`config.mk`:
```
export PLATFORM = sky130hd
export DESIGN_NAME = tccw_ctrl
export DESIGN_NICKNAME = d
export VERILOG_FILES = /design/src/hdl/tccw_pkg.sv /design/src/hdl/tccw_ctrl.sv
export SDC_FILE = /design/constraint.sdc
export NUM_CORES = 1
export LEC_CHECK = 0
export BUFFER_PORTS_ARGS = -buffer_cell sky130_fd_sc_hd__clkbuf_2
export CAP_MARGIN = 15
export CORE_AREA = 2 2 39 41
export DETAILED_ROUTE_END_ITERATION = 10
export DIE_AREA = 0 0 41 43
export HOLD_SLACK_MARGIN = 0.08
export SYNTH_ARGS = -nofsm -noshare
export SYNTH_HDL_FRONTEND = slang
export SYNTH_SLANG_ARGS = --single-unit
export TNS_END_PERCENT = 20
```
`constraint.sdc`:
```
create_clock -name clk -period 1.4 [get_ports clk]
set_input_delay 0.21 -clock clk [delete_from_list [all_inputs] [get_ports clk]]
set_output_delay 0.21 -clock clk [all_outputs]
set_load 0.02 [all_outputs]
```
`src/hdl/tccw_pkg.sv`:
```
`timescale 1ns / 1ps
// ----------------------------------------------------------------------------
// tccw_pkg
// Shared types and constants for the text console cell writer.
// ----------------------------------------------------------------------------
package tccw_pkg;

  localparam logic [15:0] BLANK_CELL = 16'h0720;
  localparam logic [7:0]  CH_LF      = 8'h0A;
  localparam logic [7:0]  CH_SPACE   = 8'h20;

  // item modes carried on tuser
  localparam logic MODE_PUT  = 1'b0;
  localparam logic MODE_READ = 1'b1;

  typedef enum logic [4:0] {
    S_CLEAR = 5'b00001,
    S_IDLE  = 5'b00010,
    S_EXEC  = 5'b00100,
    S_BLANK = 5'b01000,
    S_DONE  = 5'b10000
  } state_t;

  // controller to datapath
  typedef struct packed {
    logic accept;    // latch the input item
    logic clear;     // write one blank cell of the reset clear pass
    logic put;       // put character, update cursor and row offset
    logic rd;        // issue the cell read
    logic blank;     // write one blank cell of the recycled row
    logic load_out;  // load the output register
  } dp_cmd_t;

  // datapath to controller
  typedef struct packed {
    logic clear_last;
    logic blank_last;
    logic need_scroll;
    logic mode;
    logic out_free;
  } dp_stat_t;

endpackage

```
`src/hdl/tccw_ctrl.sv`:
```
`timescale 1ns / 1ps
// ----------------------------------------------------------------------------
// tccw_ctrl
// Sequencer for the clear pass, put, read and row blanking steps.
// ----------------------------------------------------------------------------
module tccw_ctrl (
  input  logic               clk,
  input  logic               rst,
  input  logic               s_tvalid,
  output logic               s_tready,
  input  tccw_pkg::dp_stat_t stat,
  output tccw_pkg::dp_cmd_t  cmd
);

  tccw_pkg::state_t state, state_next;

  always_ff @(posedge clk) begin
    if (rst) begin
      state <= tccw_pkg::S_CLEAR;
    end else begin
      state <= state_next;
    end
  end

  assign s_tready = (state == tccw_pkg::S_IDLE);

  always_comb begin
    state_next = state;
    cmd        = '0;
    case (state)
      tccw_pkg::S_CLEAR: begin
        cmd.clear = 1'b1;
        if (stat.clear_last) state_next = tccw_pkg::S_IDLE;
      end
      tccw_pkg::S_IDLE: begin
        if (s_tvalid) begin
          cmd.accept = 1'b1;
          state_next = tccw_pkg::S_EXEC;
        end
      end
      tccw_pkg::S_EXEC: begin
        if (stat.mode) begin
          cmd.rd     = 1'b1;
          state_next = tccw_pkg::S_DONE;
        end else begin
          cmd.put = 1'b1;
          if (stat.need_scroll) begin
            state_next = tccw_pkg::S_BLANK;
          end else if (stat.out_free) begin
            // result goes straight to the output register
            cmd.load_out = 1'b1;
            state_next   = tccw_pkg::S_IDLE;
          end else begin
            state_next = tccw_pkg::S_DONE;
          end
        end
      end
      tccw_pkg::S_BLANK: begin
        cmd.blank = 1'b1;
        if (stat.blank_last) state_next = tccw_pkg::S_DONE;
      end
      tccw_pkg::S_DONE: begin
        if (stat.out_free) begin
          cmd.load_out = 1'b1;
          state_next   = tccw_pkg::S_IDLE;
        end
      end
      default: begin
        state_next = tccw_pkg::S_CLEAR;
      end
    endcase
  end

endmodule

```
# [Word level (Yosys, flattened, before mapping)]
# Cells that the tools add are included.
[op_classes] addsub=0 multipliers=0 n_div=0 magnitude_cmp=0 eq_ne=9 n_shift=0 n_mux=19 bitwise_logic=0 n_reduce_logical=1
[op_table] op="two-way mux 5 bit" n=7
[op_table] op="one-hot mux 5 bit (5 select lines)" n=1
[op_table] op="two-way mux 1 bit" n=9
[op_table] op="!= test 2 bit (second input constant)" n=4
[op_table] op="equality test 5 x 1 -> 1 bit (second input constant)" n=1
[op_table] op="equality test 5 x 2 -> 1 bit (second input constant)" n=1
[op_table] op="equality test 5 x 3 -> 1 bit (second input constant)" n=1
[op_table] op="equality test 5 x 4 -> 1 bit (second input constant)" n=1
[op_table] op="equality test 5 bit (second input constant)" n=1
[op_table] op="AND reduction 4 bit" n=1
[op_table] op="two-way mux 2 bit" n=1
[op_table] op="one-hot mux 1 bit (2 select lines)" n=1
[totals] regBits=5 latchBits=0 mem_bits_rw=0 rom_bits=0 inputBits=8 output_inout_bits=7 elab_cells=30 n_memories=0

# [Logic depth before layout (Yosys ltp)]
# Gate-level depths: netlist of the first run.
[depth] depth_word=4 mapped_depth=5 ltp_nobuf=4

# [Worst setup path before layout of the first run]
# Ideal clock, no wire load.
[synth_path] kind="flip-flop to output port" from="register state[3]" to="output cmd[5] (netlist bit)" arrival_time_ns=1.205 required_ns=1.190 slack_ns=-0.015 path_stages_with_launch=6 n_path_buf=1 path_cell_list="dfxtp_1 -> buf_6 -> nor3_1 -> nand3b_1 -> inv_1 -> and2_1"
[synth_lines] element="start: declaration" line="tccw_ctrl.sv:15" source="tccw_pkg::state_t state, state_next;"
[synth_lines] element="start signal: assignment" line="tccw_ctrl.sv:19" source="state <= tccw_pkg::S_CLEAR;"
[synth_lines] element="start signal: assignment" line="tccw_ctrl.sv:21" source="state <= state_next;"
[synth_lines] element="end: declaration" line="tccw_ctrl.sv:12" source="output tccw_pkg::dp_cmd_t cmd"

==> results by group, run 1 <==
Outcome
  • Status: complete, but fails checks
  • Violated checks: setup timing

Placement
  • Buffers on Ports: 14
  • Post-place setup slack: -0.0371 ns
  • GPL Wtd Cong: 0.791
  • Post-DP HPWL: roughly 950 µm

Pwr
  • Pwr dens: ~1100 mW/mm²
  • Lkg Pwr: 0.346 nW
  • Max IR drop VDD: around 0.43 mV
  • Final Power: a little over 800 µW

Finish
  • Area growth syn-to-layout: 57.6%
  • Reg with most FFs: state
  • Number of antenna diodes: 0
  • Most common cell after layout, fill and taps aside: buf_4
  • Fillcell total: 130
  • Number of nets in the layout: 97
  • Share of layout cells above drive strength 1: 59.1%
  • Max reg flops: 5
  • Most frequent cells in the layout: buf_4 (20), nor2_1 (8), clkbuf_2 (8)
  • Top Registers: state (5)

Yosys
  • Xor/xnor share of the synthesized area: approximately 1.9%
  • Simple-gate area share of the yosys netlist: 40.6%
  • Yosys reg bits: 5
  • Cell Area, Synth: 472 µm²
  • Syn avg cell area: roughly 8.4 µm²
  • Number of distinct library cells after synthesis: 31
  • Synth area leaders: dfxtp_1 (21%), buf_6 (9.5%), nor2_1 (6.4%), nor3b_1 (4.8%), nor4_4 (4.5%)
  • Mapped Cells: 56
  • Area share of the largest cell type after synthesis: about a fifth
  • Synth Area in Adders: 0%
  • Ys flop type: dfxtp_1
  • Compound-Gate Fraction of Synth Area: between 20 and 25%
  • Yosys warns: 0
  • Combinational family with the most area after synthesis: simple AND/OR/NAND/NOR gates
  • Mux contribution to synthesized area: 0%
  • Synth area leader: dfxtp_1
  • Seq/Total Area, Yosys: between 20% and 30%
  • Number of enable flip-flop cells after synthesis: 0
  • Syn Nets: 64
  • Share of synthesized flip-flops with an asynchronous set or reset: 0%

Critical path
  • CP Launch Type: register
  • CP arrival: about 1.4 ns
  • Worst EP required: roughly 1.2 ns
  • FF-to-FF setup slack: -0.13 ns
  • Reg2Reg Depth: 8
  • Nature of the critical path endpoint: output pin
  • Worst-path fanout max: 8
  • Worst flop-to-flop path endpoint: state[3]$_SDFFE_PP0P_
  • RR Startpoint: state[4]$_SDFFE_PP0P_
  • WS Path Type: reg -> out

Global routing
  • Vias in the first global route: between 500 and 600
  • Global-route usage over all layers: between 10% and 20%
  • First-pass GRT wire length: around 2200 µm
  • Pin count of the biggest net entering global routing: 9
  • Grt ovf: 0
  • Number of antenna violations at the first check in global routing: 0

Clock tree
  • Reg clk slew, reported paths: about 0.05 ns
  • H-tree depth: 1
  • CTS tree: built
  • TritonCTS Buffers: 3
  • CTS Buffer Depth: 2
  • Clk Latency, worst-skew pair: between 0.2 and 0.3 ns
  • Post-CTS Hold Fix Bufs: 0
  • CTS sink cnt: 5
  • CTS Root Buffer Type: clkbuf_4

STA
  • Setup Skew: about 0.0084 ns
  • Max Clk Rate: 624 MHz
  • RSZ-0062 raised after global routing: yes
  • Slew Viols, Final: 0
  • Slew @ Worst Pin: approximately 0.24 ns
  • Final Hold Fails: 0
  • Tmin final: about 1.6 ns
  • PnR worst setup slack: -0.201 ns
  • Final Cycle Share: 114%
  • Worst rel slew slack: a little over four fifths
  • Setup-failing EPs final: 9

Min path
  • Min-delay src: s_tvalid
  • Min-delay worst type: in -> reg
  • Worst Hold Path EP: state[1]$_SDFFE_PP0P_
  • Hold Path Cell Cnt: 2

Routing
  • 1st-iter DRT viols: 7
  • Per-cell routed wire length: 12.8 µm
  • WL final: between 1000 and 1500 µm
  • Antenna-violating nets left: 0
  • Post-DR vias/cell: approximately 5.2
  • Vias post-DR: ~540
  • First-pass detailed-route iteration total: 3
  • DRC: 0

Floorplan
  • Row count: 14
  • Die W: between 40 and 50 µm
  • Die area: between 0.0015 and 0.002 mm²
  • Die Y: about 43 µm
  • Core ar.: approximately 0.0014 mm²
  • Num ports: 15
  • Starting density of the core: 34.1%

Job
  • Max-cap viol count: 0
synthesized netlist by cell type (all sizes together) (2+ instances only):
cell type	n
nor2	8
dfxtp	5
o211ai	2
inv	4
nor4	2
nand3	2
a21oi	4
nand3b	2
buf	5
nor3	3
nor3b	4
kinds of logic (layout without fill, tap and decap cells):
group                     Yosys count  after routing
DFF                                 5              5
AOI/OAI and AO/OA                  13             13
buffers and inverters               9             41
and+or+nand+nor                    28             28
xor gates and xnor gates            1              1
area by class of cell:
class,instances,area [µm²],area share (%)
Clock buffer,4,26.3,3.54
Multi-Input combinational cell,42,337,45.3
Tap cell,16,20.0,2.69
Timing Repair Buffer,33,234,31.5
Inverter,4,15.0,2.02
Sequential cell,5,111,15.0
critical path, stage by stage (launching register included):
cell and delay [ns]:
dfxtp_2 0.31, buf_4 0.16, nor3_2 0.16, nand3b_1 0.13, inv_1 0.08, and2_2 0.13, clkbuf_4 0.16
per-stage QoR:
stage	hold slack [ns]	TNS [ns]	util (%)	std cells	cell area (µm²)
CTS	0.168	-1.15	52.1	103	721
detailed placement	0.454	-0.0977	44.5	95	616
global route	0.187	-1.90	53.7	104	743
finish	0.179	-1.16	53.7	104	743
global placement	0.456	-0.0705	44.5	95	616
floorplan	0.282	0	-	56	473
how the worst max path moves through the flow:
stage                          start               endpoint
3_5_place_dp   state[2]$_SDFFE_PP0P_  state[1]$_SDFFE_PP0P_
6_report       state[2]$_SDFFE_PP0P_                 cmd[5]
5_1_grt        state[2]$_SDFFE_PP0P_                 cmd[5]
3_3_place_gp   state[4]$_SDFFE_PP0P_                 cmd[4]
4_1_cts        state[4]$_SDFFE_PP0P_                 cmd[3]
2_1_floorplan  state[2]$_SDFFE_PP0P_                 cmd[0]
power breakdown:
group          internal, mW  leakage [nW]  switching (mW)
clock network         0.108        0.0150          0.0685
registers             0.170        0.0430          0.0502
logic                 0.231         0.288           0.182
total                 0.510         0.346           0.301
metal layers:
metal	wire length [µm]	GRT usage, %	vias to the layer above
li1	-	-	270
met1	569	22.5	251
met2	664	28.7	13
met3	66	9.42	4
met4	27	10.0	0
met5	0	0	-
timing repair:
| action | CTS | global route |
|---|---|---|
| gates resized for setup | 18 | 4 |
| gates cloned | 0 | 0 |
| endpoints found under the hold margin | 0 | 0 |
| pin swaps | 2 | 1 |
| buffers inserted | 4 | 1 |
| setup endpoints to repair | 12 | 11 |
(Power assumes the default switching activity.)
==> run 2: changes to the inputs <==
==> constraint.sdc (replaced) <==
create_clock -name clk -period 1.4 [get_ports clk]
set_input_delay 0 -clock clk [delete_from_list [all_inputs] [get_ports clk]]
set_output_delay 0 -clock clk [all_outputs]
set_load 0.02 [all_outputs]
==> run 2 against run 1 <==
  * The run now ends clean
  * Clock skew shrank 0.0075 ns
  * Sequential cell count is the same
  * Die area is the same
  * First-iteration DRC count shrank 14%
  * Worst setup slack gained 0.23 ns
  * Critical path depth shrank 1
  * Clock power shrank 6%
  * Fmax grew 17%
  * Sequential share of layout area grew 0.39 points
  * Largest power group unchanged
  * Highest routed layer is now met3
==> results by group, run 2 (synthesized netlist as in run 1, its figures left out) <==
Outcome
  • Status: finished, final reports clean

Pwr
  • Flop pwr share: 26.5% (-0.7 points)
  • Clock Power Share: 20.5% (-1.3 points)
  • Switching Share: 37.0% (-0.057 points)
  • Lkg Pwr: 0.342 nW (-1.4%)
  • Max IR drop VDD: 0.644 mV (+51%)
  • Int Pwr: 514 µW (+0.82%)
  • P_sw: 302 µW (+0.58%)
  • Pwr dens: 1080 mW/mm² (-1.1%)
  • Final Power: 816 µW (+0.73%)
  • Combinational share of power: 53.0% (+2.0 points)

Floorplan
  • Core ar.: 0.00138 mm² (unchanged)
  • Die Y: 43 µm (unchanged)
  • Row count: 14 (unchanged)
  • Num ports: 15 (unchanged)
  • Die area: 0.00176 mm² (unchanged)
  • Die W: 41 µm (unchanged)
  • Starting density of the core: 34.1% (unchanged)

Min path
  • Worst Hold Path EP: state[3]$_SDFFE_PP0P_
  • Min-delay src: stat[2]
  • Hold Path Cell Cnt: 3 (+1)
  • Min-delay worst type: in -> reg

Global routing
  • Met3 Usage GRT: 7.85% (-1.6 points)
  • Met1 usage: 23.1% (+0.54 points)
  • First-pass GRT wire length: 1980 µm (-11%)
  • Vias in the first global route: 460 (-12%)
  • Pin count of the biggest net entering global routing: 12 (+3)
  • Grt ovf: 0 (unchanged)
  • Global-route usage over all layers: 16.5% (-3.1 points)
  • M2 GR Usage: 24.4% (-4.4 points)
  • Busiest grt layer: met2
  • Number of antenna violations at the first check in global routing: 0 (unchanged)

Clock tree
  • Clk Latency, worst-skew pair: 0.24 ns (-0.02 ns)
  • CTS Buffer Depth: 2 (unchanged)
  • TritonCTS Buffers: 3 (unchanged)
  • CTS sink cnt: 5 (unchanged)
  • H-tree depth: 1 (unchanged)
  • CTS tree: built
  • CTS Root Buffer Type: clkbuf_4
  • Reg clk slew, reported paths: 0.04 ns (about the same)

Routing
  • Post-DR vias/cell: 5.31 (+2.6%)
  • Antenna-violating nets left: 0 (unchanged)
  • First-pass detailed-route iteration total: 4 (+1)
  • 1st-iter DRT viols: 6 (-1)
  • Per-cell routed wire length: 12.9 µm (+1.0%)
  • DRC: 0 (unchanged)
  • Vias post-DR: 520 (-3.3%)
  • WL final: 1260 µm (-4.8%)

Placement
  • GPL Wtd Cong: 0.713 (-10%)
  • Post-DP HPWL: 812 µm (-14%)
  • Buffers on Ports: 14 (unchanged)
  • Cells after DPL: 86 (-9.5%)
  • Post-place setup slack: -0.0474 ns (-0.0103 ns)

Critical path
  • Worst path slowest cell: dfxtp_4
  • Worst Setup SP: state[1]$_SDFFE_PP0P_
  • CP Launch Type: register
  • Worst-path fanout max: 4 (-4)
  • Max incr delay on CP: 0.36 ns (+0.05 ns)
  • Nature of the critical path endpoint: register
  • Worst flop-to-flop path endpoint: state[0]$_SDFFE_PP1P_
  • Worst Path Buf+Inv: 1 (-2)
  • WS Path Type: reg -> reg
  • FF-to-FF setup slack: 0.03 ns (+0.16 ns)
  • Crit-path cells: buf_4 -> nor4b_4 -> a21oi_1 -> a21o_1 -> a221o_1
  • CP arrival: 1.50 ns (+0.11 ns)
  • Worst path top cell family by delay: compound AO/OA/AOI/OAI gates
  • Worst EP required: 1.53 ns (+0.34 ns)
  • RR Startpoint: state[1]$_SDFFE_PP0P_
  • Reg2Reg Depth: 5 (-3)

STA
  • Slew Viols, Final: 0 (unchanged)
  • Worst rel slew slack: 82.1% (-1.5 points)
  • PnR worst setup slack: 0.0270 ns (+0.228 ns)
  • Worst hold margin: 0.121 ns (-0.0584 ns)
  • Final Cycle Share: 98.1% (-16 points)
  • Max Clk Rate: 728 MHz (+17%)
  • Tmin final: 1.37 ns (-0.228 ns)
  • Setup-failing EPs final: 0 (-9)
  • Setup Skew: 0.000896 ns (-0.00751 ns)
  • RSZ-0062 raised after global routing: yes
  • Final Hold Fails: 0 (unchanged)
  • Slew @ Worst Pin: 0.265 ns (+0.0208 ns)

Finish
  • Most common cell after layout, fill and taps aside: clkbuf_2
  • Share of layout cells above drive strength 1: 54.9% (-4.2 points)
  • Max reg flops: 5 (unchanged)
  • Number of antenna diodes: 0 (unchanged)
  • Non-Filler Instances: 98 (-5.8%)
  • Top Registers: state (5)
  • Fillcell total: 135 (+3.8%)
  • Reg with most FFs: state
  • Area growth syn-to-layout: 60.5%
  • Most frequent cells in the layout: clkbuf_2 (10), buf_4 (9), nor2_1 (7)
  • Number of nets in the layout: 91 (-6.2%)

Job
  • Max-cap viol count: 0 (unchanged)
==> run 2: timing repair <==
item,4_1_cts,5_1_grt
setup buffers,4,1
pin swaps,3,3
gates resized for setup,17,17
hold buffers,3,0
hold endpoints to repair,4,0
endpoints found under the setup margin,10,6
cloned,0,0
==> run 2: power by group through the flow <==
stage,Sequential (mW),Clock (mW),Combinational [mW]
final,0.216,0.167,0.433
after global routing,0.221,0.184,0.477
after CTS,0.213,0.175,0.392
after detailed placement,0.207,0,0.322
after global placement,0.208,0,0.318
after floorplan,0.177,0,0.290
==> run 2: layout make-up <==
type	count	area, µm²	share of cell area, %
sequential	5	116	15.4
tap	16	20.0	2.64
clock buffer	4	26.3	3.47
inverter	4	15.0	1.98
multi-input combinational	42	372	49.1
timing repair buffer	27	208	27.4
==> run 2: worst max path at each step <==
| stage | end | depth (start not counted) |
|---|---|---|
| 6_report | state[0]$_SDFFE_PP1P_ | 5 |
| 5_1_grt | cmd[3] | 4 |
| 4_1_cts | cmd[3] | 4 |
| 3_5_place_dp | state[0]$_SDFFE_PP1P_ | 4 |
| 3_3_place_gp | state[0]$_SDFFE_PP1P_ | 4 |
| 2_1_floorplan | state[3]$_SDFFE_PP0P_ | 5 |
==> run 2: worst register-to-register path: stages (launching register included) <==
cell and delay [ns]:
dfxtp_4 0.36, buf_4 0.15, nor4b_4 0.23, a21oi_1 0.07, a21o_1 0.16, a221o_1 0.29
==> run 2: metal layers <==
layer | up-vias | share of wire [%]
li1 | 265 | -
met1 | 242 | 45
met2 | 13 | 50
met3 | 0 | 5.1
met4 | 0 | 0
met5 | - | 0
==> run 2: per-stage QoR <==
stage	setup TNS (ns)	utilization [%]	instance area, µm²
after floorplan	0	-	472
after global placement	0	39.5	547
after detailed placement	-0.0828	39.5	547
after CTS	-0.00594	49.6	687
after global routing	-0.159	54.7	757
final	0	54.7	757
==> run 3: changes to the inputs <==
--- a/config.mk
+++ b/config.mk
@@ -11,6 +11,7 @@
 export DETAILED_ROUTE_END_ITERATION = 10
 export DIE_AREA = 0 0 41 43
 export HOLD_SLACK_MARGIN = 0.08
+export PLACE_DENSITY_LB_ADDON = 0.12
 export SYNTH_ARGS = -nofsm -noshare
 export SYNTH_HDL_FRONTEND = slang
 export SYNTH_SLANG_ARGS = --single-unit
==> run 3 against run 2 <==
  * Total power increased by 2.2%
  * Critical path depth decreased by 1
  * Non-clock buffer count increased by 4
  * The run now ends with setup timing left
  * Via count increased by 5.0%
  * Combinational power increased by 2%
  * Clock power increased by 3%
==> results by group, run 3 (synthesized netlist as in run 1, its figures left out) <==
Pwr
  • Pwr dens: 1080 mW/mm² (+0.53%)
  • Switching Share: 38.1% (+1.1 points)
  • Int Pwr: 516 µW (+0.40%)
  • Combinational share of power: 52.9% (about the same)
  • P_sw: 318 µW (+5.2%)
  • Lkg Pwr: 0.357 nW (+4.6%)
  • Clock Power Share: 20.7% (+0.2 points)
  • Max IR drop VDD: 0.640 mV (-0.57%)
  • Flop pwr share: 26.4% (about the same)

Finish
  • Area of the multi-input gates: 363 µm² (-2.4%)
  • Fillcell total: 137 (+1.5%)
  • Reg with most FFs: state
  • Most frequent cells in the layout: clkbuf_2 (13), buf_4 (11), nor2_1 (7)
  • Share of layout cells above drive strength 1: 55.8% (+0.94 points)
  • Non-Filler Instances: 102 (+4.1%)
  • Max reg flops: 5 (unchanged)
  • Top Registers: state (5)
  • Register area: 119 µm² (+2.2%)
  • Area growth syn-to-layout: 63.1%
  • Number of antenna diodes: 0 (unchanged)
  • Most common cell after layout, fill and taps aside: clkbuf_2
  • Number of nets in the layout: 95 (+4.4%)

Global routing
  • Number of antenna violations at the first check in global routing: 0 (unchanged)
  • Grt ovf: 0 (unchanged)
  • Vias in the first global route: 479 (+4.1%)
  • Global-route usage over all layers: 17.4% (+0.84 points)
  • First-pass GRT wire length: 2070 µm (+4.5%)
  • Pin count of the biggest net entering global routing: 12 (unchanged)

Routing
  • Post-DR vias/cell: 5.35 (+0.88%)
  • First-pass detailed-route iteration total: 4 (unchanged)
  • Vias post-DR: 546 (+5.0%)
  • 1st-iter DRT viols: 8 (+2)
  • DRC: 0 (unchanged)
  • WL final: 1400 µm (+11%)
  • Per-cell routed wire length: 13.7 µm (+6.3%)
  • Antenna-violating nets left: 0 (unchanged)

Floorplan
  • Row count: 14 (unchanged)
  • Die Y: 43 µm (unchanged)
  • Num ports: 15 (unchanged)
  • Die W: 41 µm (unchanged)
  • Die area: 0.00176 mm² (unchanged)
  • Core ar.: 0.00138 mm² (unchanged)
  • Starting density of the core: 34.1% (unchanged)

Clock tree
  • H-tree depth: 1 (unchanged)
  • Reg clk slew, reported paths: 0.05 ns (about the same)
  • CTS Root Buffer Type: clkbuf_4
  • Clk Latency, worst-skew pair: 0.25 ns (about the same)
  • TritonCTS Buffers: 3 (unchanged)
  • CTS tree: built
  • CTS Buffer Depth: 2 (unchanged)
  • CTS sink cnt: 5 (unchanged)

Min path
  • Min-delay worst type: in -> reg

Critical path
  • Crit-path cells: buf_6 -> nor4_4 -> nor3b_4 -> buf_4
  • Worst path slowest cell: dfxtp_4
  • Nature of the critical path endpoint: output pin
  • Worst EP required: 1.40 ns (-0.13 ns)
  • Max incr delay on CP: 0.37 ns (about the same)
  • CP Launch Type: register
  • CP arrival: 1.41 ns (-0.09 ns)
  • Worst path top cell family by delay: simple AND/OR/NAND/NOR gates
  • WS Path Type: reg -> out
  • Worst-path fanout max: 5 (+1)
  • Worst Path Buf+Inv: 2 (+1)
  • FF-to-FF setup slack: 0.02 ns (about the same)

Job
  • Max-cap viol count: 0 (unchanged)

STA
  • Slew @ Worst Pin: 0.264 ns (-0.00152 ns)
  • Max Clk Rate: 711 MHz (-2.4%)
  • Worst hold margin: 0.0955 ns (-0.0250 ns)
  • Slew Viols, Final: 0 (unchanged)
  • Setup-failing EPs final: 2 (+2)
  • Setup Skew: 0.00791 ns (+0.00702 ns)
  • RSZ-0062 raised after global routing: yes
  • Worst rel slew slack: 82.3% (+0.16 points)
  • Tmin final: 1.41 ns (+0.0343 ns)
  • Final Hold Fails: 0 (unchanged)
  • Final Cycle Share: 101% (+2.4 points)
  • PnR worst setup slack: -0.00726 ns (-0.0343 ns)

Placement
  • Post-DP HPWL: 836 µm (+2.9%)
  • Post-place setup slack: -0.00867 ns (+0.0387 ns)
  • GPL Wtd Cong: 0.756 (+6.0%)
  • Buffers on Ports: 14 (unchanged)
  • Cells after DPL: 87 (+1.2%)

Outcome
  • Status: complete, but fails checks
  • Violated checks: setup timing
[run 3: routing by layer]
metal | routed length, µm | GRT usage (%) | vias up
met4 | 0 | 2.00 | 0
met3 | 51 | 7.85 | 0
met5 | 0 | 0 | -
li1 | - | - | 269
met2 | 744 | 26.9 | 11
met1 | 600 | 22.1 | 266
[run 3: area by class of cell]
class	instances	area share, %
tap	16	2.60
inverter	4	1.95
sequential	5	15.4
timing repair buffer	31	29.3
multi-input combinational	42	47.2
clock buffer	3	2.93
clock inverter	1	0.650
[run 3: repair_timing]
| item | in CTS | in global routing |
|---|---|---|
| resized for setup | 16 | 13 |
| hold buffers | 4 | 0 |
| buffers inserted | 4 | 3 |
| pin swaps | 4 | 3 |
| endpoints found under the hold margin | 4 | 0 |
| setup endpoints to repair | 8 | 8 |
[run 3: path summary, 6_finish.rpt]
| kind | endpoint | depth (start not counted) | from |
|---|---|---|---|
| setup / recovery | cmd[3] | 4 | state[1]$_SDFFE_PP0P_ |
| setup reg to reg | state[0]$_SDFFE_PP1P_ | 5 | state[2]$_SDFFE_PP0P_ |
| hold reg to reg | state[1]$_SDFFE_PP0P_ | 2 | state[1]$_SDFFE_PP0P_ |
| hold / removal | state[3]$_SDFFE_PP0P_ | 3 | stat[3] |
[run 3: stage by stage]
step / setup TNS, ns / util (%) / instance area [µm²] / power (mW)
2_1_floorplan: 0 / - / 472 / 0.468
3_3_place_gp: -0.0547 / 40.1 / 554 / 0.547
3_5_place_dp: -0.00867 / 40.1 / 554 / 0.544
4_1_cts: -0.0169 / 50.4 / 697 / 0.778
5_1_grt: -0.389 / 55.6 / 769 / 0.902
6_report: -0.0136 / 55.6 / 769 / 0.834
[run 3: power by group through the flow]
| stage | Clock, mW | Combinational, mW | Sequential, mW |
|---|---|---|---|
| floorplan | 0 | 0.290 | 0.177 |
| global placement | 0 | 0.337 | 0.210 |
| detailed placement | 0 | 0.335 | 0.209 |
| CTS | 0.178 | 0.393 | 0.207 |
| global route | 0.192 | 0.486 | 0.224 |
| finish | 0.172 | 0.442 | 0.220 |
[run 3: worst reg2reg max path, cell delays in order (launching register included)]
cell and delay [ns]:
dfxtp_4 0.37, buf_6 0.13, nor4b_4 0.27, a21oi_2 0.05
a21o_1 0.15, a221o_1 0.28
